File: config.mk
export PLATFORM = sky130hd
export DESIGN_NAME = bcd_integer_to_binary
export DESIGN_NICKNAME = d
export VERILOG_FILES = /design/src/design/bcdb_pkg.sv /design/src/design/bcdb_ctrl.sv /design/src/design/bcdb_dp.sv /design/src/design/bcd_integer_to_binary.sv
export SDC_FILE = /design/constraint.sdc
export NUM_CORES = 1
export LEC_CHECK = 0
export BUFFER_PORTS_ARGS = -buffer_cell sky130_fd_sc_hd__buf_2
export CORE_MARGIN = 10
export CORE_UTILIZATION = 40
export DETAILED_ROUTE_END_ITERATION = 8
export PLACE_DENSITY = 0.59
export SLEW_MARGIN = 20
export SYNTH_ARGS = -nofsm -noshare
export SYNTH_HDL_FRONTEND = slang
export SYNTH_SLANG_ARGS = --single-unit
File: constraint.sdc
create_clock -name clk -period 19.3 [get_ports clk]
set_clock_uncertainty 0.2 [all_clocks]
set_input_delay 2.895 -clock clk [delete_from_list [all_inputs] [get_ports clk]]
set_output_delay 2.895 -clock clk [all_outputs]
set_load 0.02 [all_outputs]
File: src/design/bcdb_pkg.sv
// Shared types, constants and helpers for the BCD integer to binary converter.
package bcdb_pkg;

  localparam int MAX_DIGITS  = 16;
  localparam int DIGIT_CNT_W = 5;   // holds 0..MAX_DIGITS
  localparam int VALUE_W     = 64;
  localparam int COUNT_W     = 7;   // holds 1..64
  localparam int PREC_W      = 6;
  localparam int BYTE_IDX_W  = 3;   // byte lanes of the value word

  localparam logic [PREC_W-1:0]      PREC_RESET  = 6'd63;
  localparam logic [DIGIT_CNT_W-1:0] DIGIT_LIMIT = 5'(MAX_DIGITS);

  // input beat: one BCD digit
  typedef struct packed {
    logic [3:0] digit;
    logic       last_digit;
  } in_item_t;

  // output beat: converted number
  typedef struct packed {
    logic [VALUE_W-1:0] binary_value;
    logic [COUNT_W-1:0] bit_count;
    logic               truncated;
  } out_item_t;

  // controller to datapath
  typedef struct packed {
    logic load_digit;   // take the digit of the current input beat
    logic scan_start;   // point the length scan at the top byte
    logic scan_step;    // examine one byte of the value
    logic finish;       // build the result beat and clear the number
  } cmd_t;

  // datapath to controller
  typedef struct packed {
    logic scan_done;    // the byte under examination is the leading one
    logic out_busy;     // result register full and stalled
  } status_t;

  // number of significant bits in one byte, 0..8
  function automatic logic [3:0] bitlen8(input logic [7:0] b);
    logic [3:0] n;
    n = 4'd0;
    for (int i = 0; i < 8; i++) begin
      if (b[i]) begin
        n = 4'(i + 1);
      end
    end
    return n;
  endfunction

endpackage

File: src/design/bcdb_ctrl.sv
// Sequencer: digit loading, leading-byte scan and result hand-off.
module bcdb_ctrl (
  input  logic            clk,
  input  logic            rst,
  input  logic            in_valid,
  input  logic            in_last,
  input  bcdb_pkg::status_t status,
  output logic            in_stall,
  output bcdb_pkg::cmd_t  cmd
);

  localparam logic [1:0] ST_IDLE   = 2'd0;
  localparam logic [1:0] ST_SCAN   = 2'd1;
  localparam logic [1:0] ST_FINISH = 2'd2;

  logic [1:0] state, state_next;

  // state register
  always_ff @(posedge clk) begin
    if (rst) begin
      state <= ST_IDLE;
    end else begin
      state <= state_next;
    end
  end

  // next state and commands
  always_comb begin
    state_next     = state;
    cmd.load_digit = 1'b0;
    cmd.scan_start = 1'b0;
    cmd.scan_step  = 1'b0;
    cmd.finish     = 1'b0;
    in_stall       = 1'b1;
    unique case (state)
      ST_IDLE: begin
        in_stall = 1'b0;
        if (in_valid) begin
          cmd.load_digit = 1'b1;
          if (in_last) begin
            cmd.scan_start = 1'b1;
            state_next     = ST_SCAN;
          end
        end
      end
      ST_SCAN: begin
        cmd.scan_step = 1'b1;
        if (status.scan_done) begin
          state_next = ST_FINISH;
        end
      end
      ST_FINISH: begin
        if (!status.out_busy) begin
          cmd.finish = 1'b1;
          state_next = ST_IDLE;
        end
      end
      default: begin
        state_next = ST_IDLE;
      end
    endcase
  end

endmodule

File: src/design/bcdb_dp.sv
// Datapath: decimal accumulator, bit-length scan, truncation and result register.
module bcdb_dp (
  input  logic                    clk,
  input  logic                    rst,
  input  logic [3:0]              in_digit,
  input  logic                    cfg_valid,
  input  logic [bcdb_pkg::PREC_W-1:0] cfg_data,
  input  bcdb_pkg::cmd_t          cmd,
  input  logic                    out_stall,
  output bcdb_pkg::status_t       status,
  output logic                    out_valid,
  output bcdb_pkg::out_item_t     out_data
);

  logic [bcdb_pkg::VALUE_W-1:0]     acc;
  logic [bcdb_pkg::DIGIT_CNT_W-1:0] cnt;
  logic                             ovf;
  logic [bcdb_pkg::BYTE_IDX_W-1:0]  byte_idx;
  logic [bcdb_pkg::COUNT_W-1:0]     len;
  logic [bcdb_pkg::PREC_W-1:0]      precision;

  logic [bcdb_pkg::VALUE_W-1:0]     acc_next;
  logic [7:0]                       cur_byte;
  logic [bcdb_pkg::BYTE_IDX_W-1:0]  lane;
  logic                             scan_hit;
  logic [bcdb_pkg::COUNT_W-1:0]     len_next;
  logic [bcdb_pkg::COUNT_W-1:0]     keep;
  bcdb_pkg::out_item_t              result;

  // precision register
  always_ff @(posedge clk) begin
    if (rst) begin
      precision <= bcdb_pkg::PREC_RESET;
    end else if (cfg_valid) begin
      precision <= cfg_data;
    end
  end

  // acc * 10 + digit
  assign acc_next = {acc[bcdb_pkg::VALUE_W-4:0], 3'b000}
                  + {acc[bcdb_pkg::VALUE_W-2:0], 1'b0}
                  + {{(bcdb_pkg::VALUE_W-4){1'b0}}, in_digit};

  // digit accumulation, dropped-digit flag
  always_ff @(posedge clk) begin
    if (rst) begin
      acc <= '0;
      cnt <= '0;
      ovf <= 1'b0;
    end else if (cmd.finish) begin
      acc <= '0;
      cnt <= '0;
      ovf <= 1'b0;
    end else if (cmd.load_digit) begin
      if (cnt < bcdb_pkg::DIGIT_LIMIT) begin
        acc <= acc_next;
        cnt <= cnt + 1'b1;
      end else begin
        ovf <= 1'b1;
      end
    end
  end

  // leading byte scan, top lane first
  assign lane      = ~byte_idx;
  assign cur_byte  = acc[{lane, 3'b000} +: 8];
  assign scan_hit  = (cur_byte != 8'd0) || (byte_idx == {bcdb_pkg::BYTE_IDX_W{1'b1}});
  assign len_next  = {1'b0, lane, 3'b000} + {3'b000, bcdb_pkg::bitlen8(cur_byte)};
  assign status.scan_done = scan_hit;

  always_ff @(posedge clk) begin
    if (cmd.scan_start) begin
      byte_idx <= '0;
    end else if (cmd.scan_step) begin
      byte_idx <= byte_idx + 1'b1;
      if (scan_hit) begin
        len <= len_next;
      end
    end
  end

  // result: zero, fits, or cut to precision+1 bits
  assign keep = {1'b0, precision} + 1'b1;

  always_comb begin
    result.binary_value = acc;
    result.bit_count    = len;
    result.truncated    = ovf;
    if (len == '0) begin
      result.bit_count = 7'd1;
    end else if (len > keep) begin
      result.bit_count    = keep;
      result.binary_value = acc & ~({bcdb_pkg::VALUE_W{1'b1}} << keep);
      result.truncated    = 1'b1;
    end
  end

  // output register
  assign status.out_busy = out_valid && out_stall;

  always_ff @(posedge clk) begin
    if (rst) begin
      out_valid <= 1'b0;
    end else if (cmd.finish) begin
      out_valid <= 1'b1;
    end else if (!out_stall) begin
      out_valid <= 1'b0;
    end
  end

  always_ff @(posedge clk) begin
    if (cmd.finish) begin
      out_data <= result;
    end
  end

endmodule

File: src/design/bcd_integer_to_binary.sv
// Top level of the BCD integer to binary converter.
// Input channel (in_valid/in_stall/in_data): one BCD digit per beat, most
// significant first; last_digit marks the final digit of a number. Digits
// beyond the sixteenth are dropped and flag the result as truncated.
// Output channel (out_valid/out_stall/out_data): one beat per number with the
// binary value, its bit count (1 for zero) and the truncated flag. At most
// precision+1 low bits are kept; a longer value is cut and flagged.
// Configuration channel (cfg_valid/cfg_ready/cfg_data): writes precision;
// always ready. Users must write it only while the block is idle (the block
// does not enforce this). Reset value 63. Digit beats are taken back to back
// while the block is idle. After the last digit, a scan for the leading
// nonzero byte of the 64-bit accumulator runs one byte per cycle from the top
// byte down, stopping at the first nonzero byte or the bottom byte; the result
// is then built and loaded once the output register is not stalled. The input
// is stalled from the last digit until the result is in the output register.
// A stalled result holds in the output register; the next number's digits are
// taken meanwhile, but its result waits until the register empties.
// Reset (rst, synchronous) clears the pending number and the output beat.
module bcd_integer_to_binary (
  input  logic                         clk,
  input  logic                         rst,
  input  logic                         in_valid,
  output logic                         in_stall,
  input  bcdb_pkg::in_item_t           in_data,
  output logic                         out_valid,
  input  logic                         out_stall,
  output bcdb_pkg::out_item_t          out_data,
  input  logic                         cfg_valid,
  output logic                         cfg_ready,
  input  logic [bcdb_pkg::PREC_W-1:0]  cfg_data
);

  bcdb_pkg::cmd_t    cmd;
  bcdb_pkg::status_t status;

  assign cfg_ready = 1'b1;

  // sequencer
  bcdb_ctrl u_ctrl (
    .clk      (clk),
    .rst      (rst),
    .in_valid (in_valid),
    .in_last  (in_data.last_digit),
    .status   (status),
    .in_stall (in_stall),
    .cmd      (cmd)
  );

  // datapath
  bcdb_dp u_dp (
    .clk       (clk),
    .rst       (rst),
    .in_digit  (in_data.digit),
    .cfg_valid (cfg_valid),
    .cfg_data  (cfg_data),
    .cmd       (cmd),
    .out_stall (out_stall),
    .status    (status),
    .out_valid (out_valid),
    .out_data  (out_data)
  );

endmodule
==> flow_summary.yaml, run 1 <==
critical_path:
  cp_slowest_stage_delay_ns: 0.55
  critPathRequiredTime_ns: 19.43
  crit_path_cell_trace: "buf_2, inv_1, fa_1, fa_1, nor2b_1, o2111ai_1, a21oi_1, o21ai_1, nor3b_2, a21oi_1, o211ai_1, a21o_1, a32o_1"
  critPathSlowestCell: "a21oi_1"
  crit_path_start: "in_data[4]"
  crit_path_max_fanout: 4
  setup.worst_path.start_class: "input port"
  path_class: "input port to flip-flop"
  path_buf_inv: 2
  arrival_ns: 6.17
  cp_top_family: "compound AO/OA/AOI/OAI gates"
  rrSetupSlack_ns: 15.19
  critPathCaptureType: "flip-flop"
  worstReg2RegStart: "u_dp.precision[1]"
pwr:
  p_per_area_nw_per_um2: 74.3
  power_mw: 0.961
  p_leak_nw: 5.49
  vdd_drop_max_mv: 0.0596
yosys:
  syn_area_um2: 11600
  async_reset_ff_share_pct: 0
  yosys_warnings: 0
  ys_ff_latch: 161
  synthCells: 1296
  synth_ff_type: "dfxtp_1"
  synth_edf_count: 79
  yosys-top-cells-area: "edfxtp_1 (20%), ha_1 (15%), dfxtp_1 (14%)"
  synth_fp_nets: 1452
  synth_top_area_share_pct: 20.5
  syn_avg_cell_area_um2: 8.95
  synth_top_area_cell: "edfxtp_1"
  synth-seq-area-share_pct: 34.6
  synth.distinct_cells: 73
grt:
  grt_pass1_wl_um: 58000
  overflow: 0
  grt_usage_pct: 20.5
  grt_pass1_vias: 9723
  antenna_found_initial: 2
  grt_start_max_net_pins: 74
clocking:
  cts_inserted_buffers: 17
  clk_pin_slew_ns: 0.06
  postCtsSetupRepairBufs: 0
  clk_latency_ns: 0.45
  cts_max_path_buffers: 2
  ctsResizeCount: 0
  htreeDepth: 4
  root_buffer: "clkbuf_16"
  cts_hold_buf: 0
  cts.sinks: 161
  cts_tree: "done"
routing:
  totalWireLength_um: 37500
  viasPerCell: 5.81
  vias: 10180
  drc_errors: 0
  wl_per_cell_um: 21.4
  antenna_left: 0
  drt_iter0_markers: 846
  dr.pass1.iters: 5
finish:
  seq_area_um2: 4010
  antenna_cells: 0
  area_growth_pct: 11.6
  fin_util_pct: 45.2
  drive_gt1_share_pct: 12.9
  multiInputGateArea_um2: 7230
  finalNonFillerCells: 1752
  final_net_count: 1512
  n_fill_cell: 2772
sta:
  fmax_mhz: 166
  min_period_ns: 6.04
  setup_viol: 0
  tns_ns: 0
  slew_headroom_pct: 36.6
  maxSlewViolCount: 0
  rsz0062_at_grt: "false"
  min_period_over_period_pct: 31.3
  tightestPinTransition_ns: 0.951
  hold_viol_final: 0
run:
  cap_violations: 0
floorplanning:
  io_pins: 91
  rows: 62
  floorplan.initialDensity_pct: 40.5
  core_um2: 28600
  die_h_um: 190
  die-area_um2: 36200
  die_w_um: 190
placement:
  gp_congestion: 0.981
  dp_hpwl_um: 28900
  portBuffers: 89
  placed_cells: 1721
worst_hold_path:
  hold_start: "u_dp.ovf"
  hold_path.class: "flip-flop to flip-flop"
outcome:
  outcome: "complete, no violations"
-- worst min-delay path: cells and delay by family, from the launching register on --
kind	cells	cell delay [ns]
flops	1	0.33
simple gates	1	0.07
compound gates	1	0.04
-- cell usage after synthesis, types with 3 or more instances --
cell,instances
buf_1,3
nand2b_1,11
inv_1,35
o2111ai_1,4
a311oi_1,3
o21bai_1,16
buf_2,9
or3_1,5
a31oi_1,8
o21ai_1,11
o21ai_0,66
a21o_1,28
mux4_2,16
nor4_1,5
a21boi_0,32
and4_1,4
nand3_1,22
o31ai_1,4
mux2i_1,14
and2_1,16
or2_2,8
and3_1,7
nand4_1,22
nor3_1,19
nand2_1,182
ha_1,138
xnor2_1,26
clkbuf_1,45
a22o_1,5
nor2_1,90
a211oi_1,8
xor2_1,26
o21a_1,34
nor2b_1,14
dfxtp_1,82
or4_1,4
a21oi_1,142
mux2_2,4
o211ai_1,4
edfxtp_1,79
-- where the power goes --
| part | switching, mW | internal, mW |
|---|---|---|
| logic | 0.143 | 0.0807 |
| clock network | 0.143 | 0.187 |
| registers | 0.0286 | 0.379 |
-- routing by layer --
layer | GRT usage [%] | up-vias | part of all wire [%]
li1 | - | 4859 | -
met5 | 0 | - | 0
met4 | 5.91 | 0 | 1.7
met1 | 28.0 | 4886 | 46
met3 | 2.93 | 41 | 6.7
met2 | 33.1 | 394 | 46
-- placed cells by master (no fill, tap or decap), drive strengths merged, types with 5 or more instances in the layout --
cell	instances
inv	35
nor2b	14
edfxtp	79
mux4	16
clkbuf	21
and2	16
o21ai	78
a21oi	144
a31oi	9
or3	5
o21bai	16
o2111ai	6
dfxtp	82
nor4	7
a211oi	8
nand4	22
nor2	92
o21a	34
a22o	5
and3	7
and4	5
xnor2	26
nand3	22
or2	8
nand2	183
xor2	26
ha	138
a21o	28
nand2b	11
buf	101
nor3	19
a21boi	32
mux2i	14
clkinv	5
-- cell type report --
type	instances	area share, %
Inverter	35	1.01
Tap cell	384	3.71
Clock buffer	21	3.64
Timing Repair Buffer	101	4.14
Clock inverter	10	0.677
Sequential cell	161	31.0
Multi-Input combinational cell	1040	55.8
-- sequential cells by signal, indices dropped and copies added (netlist names) --
signal	count
u_ctrl.state	2
u_dp.acc	64
u_dp.byte_idx	3
u_dp.cnt	5
u_dp.len	7
u_dp.out_data	72
u_dp.out_valid	1
u_dp.ovf	1
u_dp.precision	6
-- through the flow --
stage | hold slack (ns) | setup slack [ns] | cell area [um2]
2_1_floorplan | 0.229 | 11.20 | 11600
3_3_place_gp | 0.242 | 12.91 | 12400
3_5_place_dp | 0.257 | 12.86 | 12400
4_1_cts | 0.273 | 13.29 | 12900
5_1_grt | 0.288 | 13.13 | 12900
6_report | 0.273 | 13.26 | 12900
-- final timing paths --
path | cells past startpoint | endpoint
max | 13 | u_dp.acc[60]
min | 2 | u_dp.ovf
max reg2reg | 11 | u_dp.out_data[57]
min reg2reg | 2 | u_dp.ovf
-- logic make-up (layout without fill, tap and decap cells) --
| family | Yosys count | count (layout) | share of synthesized area (%) |
|---|---|---|---|
| buf+inv | 95 | 167 | 3.25 |
| fa+ha+maj | 140 | 140 | 15.2 |
| xor+xnor | 52 | 52 | 3.93 |
| other cells | 1 | 1 | 0.0323 |
| flops | 161 | 161 | 34.6 |
| mux | 34 | 34 | 4.70 |
| simple gates | 422 | 422 | 17.0 |
| compound gates | 391 | 391 | 21.3 |
Note: power is estimated with default switching activity, not from simulation.
==> run 2, diff against run 1 <==
Settings changed: PLACE_DENSITY 0.59 to 0.61.
Clock period 19.3 ns to 5.5 ns, I/O delays scaled along.
==> run 2 against run 1 <==
Die area is the same. Clock power grew to 3.8 times the previous value. Largest power group unchanged. Global-route usage shrank 0.44 points.
==> flow_summary.yaml, run 2 (same netlist as run 1, synthesis figures left out) <==
outcome:
  outcome: "complete, no violations"
clocking:
  postCtsSetupRepairBufs: 0
  clk_pin_slew_ns: 0.07
  cts.sinks: 161
  htreeDepth: 4
  root_buffer: "clkbuf_16"
  cts_tree: "done"
  clk_latency_ns: 0.45
  cts_max_path_buffers: 2
  cts_inserted_buffers: 17
  ctsResizeCount: 0
  cts_hold_buf: 0
floorplanning:
  die_h_um: 190
  floorplan.initialDensity_pct: 40.5
  die_w_um: 190
  io_pins: 91
  rows: 62
  die-area_um2: 36200
  core_um2: 28600
routing:
  viasPerCell: 5.78
  dr_wl_met3_um: 2450
  wl_per_cell_um: 21.1
  m1WireLength_um: 17000
  totalWireLength_um: 37000
  vias: 10140
  drc_errors: 0
  highest_layer: "met4"
  drt_iter0_markers: 871
  antenna_left: 0
  wl_met2_um: 16600
  dr.pass1.iters: 5
pwr:
  p_per_area_nw_per_um2: 267
  p_leak_nw: 5.53
  vdd_drop_max_mv: 0.221
placement:
  place_area_um2: 12400
  pre_cts_ws_ns: 1.15
  dp_hpwl_um: 29100
  portBuffers: 89
  placed_cells: 1721
  gp_congestion: 0.977
run:
  cap_violations: 0
worst_hold_path:
  hold_path.class: "flip-flop to flip-flop"
  hold_start: "u_dp.cnt[1]"
  hold_end: "u_dp.cnt[1]"
  hold_depth: 2
sta:
  maxSlewViolCount: 0
  final.setup.worst_slack_ns: 1.44
  slew_headroom_pct: 38.0
  tns_ns: 0
  rsz0062_at_grt: "false"
  fmax_mhz: 246
  min_period_ns: 4.06
  hold_viol_final: 0
  setup_viol: 0
  tightestPinTransition_ns: 0.930
  min_period_over_period_pct: 73.8
finish:
  area_growth_pct: 12.2
  multiInputGateArea_um2: 7230
  top_register: "u_dp.out_data"
  final_cell_mix: "nand2_1 (182), a21oi_1 (141), ha_1 (138)"
  n_fill_cell: 2764
  finalNonFillerCells: 1753
  drive_gt1_share_pct: 13.2
  final_net_count: 1512
  fin_util_pct: 45.4
  largest_reg_flops: 72
  final_common_cell: "nand2_1"
  antenna_cells: 0
  reg_top3: "u_dp.out_data: 72 flops, u_dp.acc: 64 flops, u_dp.len: 7 flops"
  seq_area_um2: 4010
  stdcell_area_um2: 13000
grt:
  grt_start_max_net_pins: 73
  antenna_found_initial: 0
  grt_pass1_vias: 9627
  grt_pass1_wl_um: 57000
  grt_usage_pct: 20.1
  overflow: 0
critical_path:
  setup.worst_path.start_class: "flip-flop"
  r2r_cells: 11
  arrival_ns: 4.07
  crit_path_cell_trace: "ha_1, inv_1, ha_1, ha_1, o21a_1, o21a_1, o21a_1, o21a_1, o2111ai_1, nand2_1, a21boi_0"
  r2r-end: "u_dp.out_data[45]"
  crit_path_max_fanout: 25
  worstReg2RegStart: "u_dp.precision[1]"
  crit_path_start: "u_dp.precision[1]"
  critPathCaptureType: "flip-flop"
  critPathSlowestCell: "ha_1"
  path_class: "flip-flop to flip-flop"
  critPathRequiredTime_ns: 5.50
  crit_path_frequent_cell: "o21a_1"
  cp_slowest_stage_delay_ns: 0.58
  rrSetupSlack_ns: 1.44
## run 2: cell types whose count changed in the layout (fill, tap and decap cells not counted)
cell        previous run  this run
bufinv_16              1         3
clkinv_2               3         2
clkinv_4               1         4
nor2_2                 2         3
nor2_1                90        89
clkbuf_1               2         0
inv_6                  0         3
clkinv_1               1         0
inv_8                  0         1
clkinvlp_4             4         1
clkbuf_16             18        17
## run 2: power by group
part | switching (mW) | internal [mW] | total (mW)
combinational | 0.487 | 0.282 | 0.769
sequential | 0.110 | 1.33 | 1.44
clock | 0.527 | 0.734 | 1.26
## run 2: stage by stage
| step | total power, mW | hold slack, ns |
|---|---|---|
| 3_3_place_gp | 2.22 | 0.265 |
| 4_1_cts | 3.48 | 0.295 |
| 5_1_grt | 3.61 | 0.317 |
| 6_report | 3.47 | 0.290 |
| 2_1_floorplan | 1.97 | 0.229 |
| 3_5_place_dp | 2.23 | 0.285 |
## run 2: worst max-delay path by stage
stage | end | depth (start not counted)
6_report | u_dp.out_data[45] | 11
2_1_floorplan | u_dp.acc[60] | 6
4_1_cts | u_dp.out_data[45] | 11
3_3_place_gp | u_dp.acc[60] | 13
3_5_place_dp | u_dp.acc[60] | 13
5_1_grt | u_dp.out_data[45] | 11
## run 2: cell type report
type / count / share of cell area, %
Sequential cell: 161 / 30.9
Inverter: 35 / 1.01
Tap cell: 384 / 3.69
Clock inverter: 14 / 1.39
Timing Repair Buffer: 101 / 4.12
Multi-Input combinational cell: 1040 / 55.6
Clock buffer: 18 / 3.38
## run 2: critical path, delay by kind of cell, from the launching register on
family | cells | cell delay [ns]
flops | 1 | 0.41
simple gates | 1 | 0.51
buf+inv | 1 | 0.07
fa+ha+maj | 3 | 1.19
compound gates | 6 | 1.46
## run 2: per-layer routing
metal | vias to the layer above | global-route usage, %
li1 | 4883 | -
met1 | 4828 | 27.3
met2 | 379 | 31.8
met3 | 50 | 3.15
met4 | 0 | 6.87
met5 | - | 0
==> run 3, diff against run 2 <==
Settings changed: ABC_AREA from default to 1.
Clock period 5.5 ns to 3.5 ns, I/O delays scaled along.
==> run 3 against run 2 <==
Critical path depth is 4 higher. Routed wire length is 40% higher. Count of clock-buffer cells in the layout is 3 higher. Total power is 94% higher. Synthesized cell count is 70% higher. Utilization is 0.45 points lower. Maximum frequency is 25% higher. Final area is 19% higher. Area after synthesis is 21% higher.
==> flow_summary.yaml, run 3 <==
routing:
  wl_per_cell_um: 18.8
  drc_errors: 0
  viasPerCell: 5.04
  vias: 13893
  drt_iter0_markers: 1162
  dr.pass1.iters: 5
  totalWireLength_um: 51800
  antenna_left: 0
floorplanning:
  die_w_um: 207
  die_h_um: 207
  core_um2: 34500
  io_pins: 91
  floorplan.initialDensity_pct: 40.5
  die-area_um2: 42900
  rows: 68
grt:
  grt_pass1_vias: 13390
  grt_start_max_net_pins: 73
  antenna_found_initial: 0
  grt_pass1_wl_um: 78800
  overflow: 0
  grt_usage_pct: 23.6
sta:
  hold_viol_final: 0
  tightestPinTransition_ns: 0.915
  min_period_ns: 3.24
  tns_ns: 0
  rsz0062_at_grt: "false"
  slew_headroom_pct: 39.0
  fmax_mhz: 309
  min_period_over_period_pct: 92.5
  maxSlewViolCount: 0
  setup_viol: 0
placement:
  dp_hpwl_um: 43300
  gp_congestion: 0.959
  place_area_um2: 14900
  portBuffers: 89
clocking:
  cts_hold_buf: 0
  clk_latency_ns: 0.47
  cts_max_path_buffers: 2
  cts.sinks: 161
  root_buffer: "clkbuf_16"
  ctsResizeCount: 0
  clk_pin_slew_ns: 0.07
  cts_inserted_buffers: 17
  cts_tree: "done"
  htreeDepth: 4
  postCtsSetupRepairBufs: 0
critical_path:
  setup.worst_path.start_class: "flip-flop"
  critPathCaptureType: "flip-flop"
  crit_path_max_fanout: 24
  critPathRequiredTime_ns: 3.51
  arrival_ns: 3.24
  path_class: "flip-flop to flip-flop"
yosys:
  synth_ff_type: "dfxtp_1"
  synth_top_area_cell: "nand2_1"
  yosys_warnings: 0
  synth.most_common_cell: "nand2_1"
  async_reset_ff_share_pct: 0
  synth_fp_nets: 2363
  synthCells: 2207
  synth.distinct_cells: 45
  syn_area_um2: 14000
  yosys-top-cells-area: "nand2_1 (18%), edfxtp_1 (17%), inv_1 (12%)"
  syn_avg_cell_area_um2: 6.34
  synth_top_area_share_pct: 17.7
  ys_ff_latch: 161
  synth_edf_count: 79
  synth-seq-area-share_pct: 28.7
  synthTopCellsByCount: "nand2_1 (661), inv_1 (461), nor2_1 (235)"
finish:
  final_common_cell: "nand2_1"
  final_net_count: 2442
  top_register: "u_dp.out_data"
  drive_gt1_share_pct: 7.87
  area_growth_pct: 11.1
  reg_top3: "u_dp.out_data: 72 flops, u_dp.acc: 64 flops, u_dp.len: 7 flops"
  final_cell_mix: "nand2_1 (661), inv_1 (461), nor2_1 (235)"
  n_fill_cell: 3740
  multiInputGateArea_um2: 7950
  seq_area_um2: 4010
  stdcell_area_um2: 15500
  largest_reg_flops: 72
  antenna_cells: 0
worst_hold_path:
  hold_path.class: "input port to flip-flop"
pwr:
  vdd_drop_max_mv: 0.340
  power_mw: 6.73
  p_per_area_nw_per_um2: 433
  p_leak_nw: 8.64
outcome:
  outcome: "complete, no violations"
run:
  cap_violations: 0
run 3: logic make-up (layout without fill, tap and decap cells):
logic type / after synthesis / in the layout / share of synthesized area [%]
compound gates: 288 / 288 / 10.8
other cells: 1 / 1 / 0.0268
fa+ha+maj: 140 / 140 / 12.6
xor+xnor: 33 / 33 / 2.12
simple gates: 1067 / 1067 / 31.0
buf+inv: 517 / 609 / 14.7
flops: 161 / 161 / 28.7
run 3: layout make-up:
type | count | share of cell area [%]
Multi-Input combinational cell | 1529 | 51.1
Clock inverter | 11 | 0.724
Tap cell | 455 | 3.66
Inverter | 466 | 11.3
Clock buffer | 21 | 3.24
Timing Repair Buffer | 111 | 4.17
Sequential cell | 161 | 25.8
run 3: final timing paths:
check,start,end,slack (ns),depth (start not counted)
worst min register to register,u_dp.ovf,u_dp.ovf,0.26,2
worst max-delay path,u_dp.precision[0],u_dp.out_data[45],0.26,15
worst min-delay path,cfg_data[5],u_dp.precision[5],0.08,3
worst max register to register,u_dp.precision[0],u_dp.out_data[45],0.26,15
run 3: critical path: stages (launching register included):
cell and delay (ns):
dfxtp_1 0.40, ha_1 0.22, nand3_1 0.14, nor2_1 0.12, nand2_1 0.14, ha_1 0.36, nand2_1 0.08, inv_1 0.06
nand4_1 0.10, o211ai_1 0.11, nand2_2 0.11, inv_2 0.16, nand3_4 0.26, buf_12 0.25, nor2_1 0.19, nor2_1 0.07
run 3: through the flow:
stage                     std cells  util (%)  hold slack (ns)  setup slack [ns]
after global routing           2754      45.0           0.0912            0.0198
final                          2754      45.0           0.0807             0.262
after global placement         2722      43.2            0.242             0.180
after floorplan                2207         -            0.223             0.561
after detailed placement       2722      43.2            0.246             0.132
after CTS                      2754      45.0           0.0701             0.275
run 3: report_power, final:
part	leakage [nW]	switching, mW	internal, mW
clock	0.303	0.911	1.12
combinational	6.93	1.63	0.746
sequential	1.40	0.178	2.15
total	8.64	2.71	4.01
run 3: metal layers:
metal	vias up	GRT usage, %	part of all wire [%]
li1	7006	-	-
met4	0	9.26	3.5
met1	6316	31.7	46
met2	489	37.7	44
met3	82	2.60	5.9
met5	-	0	0
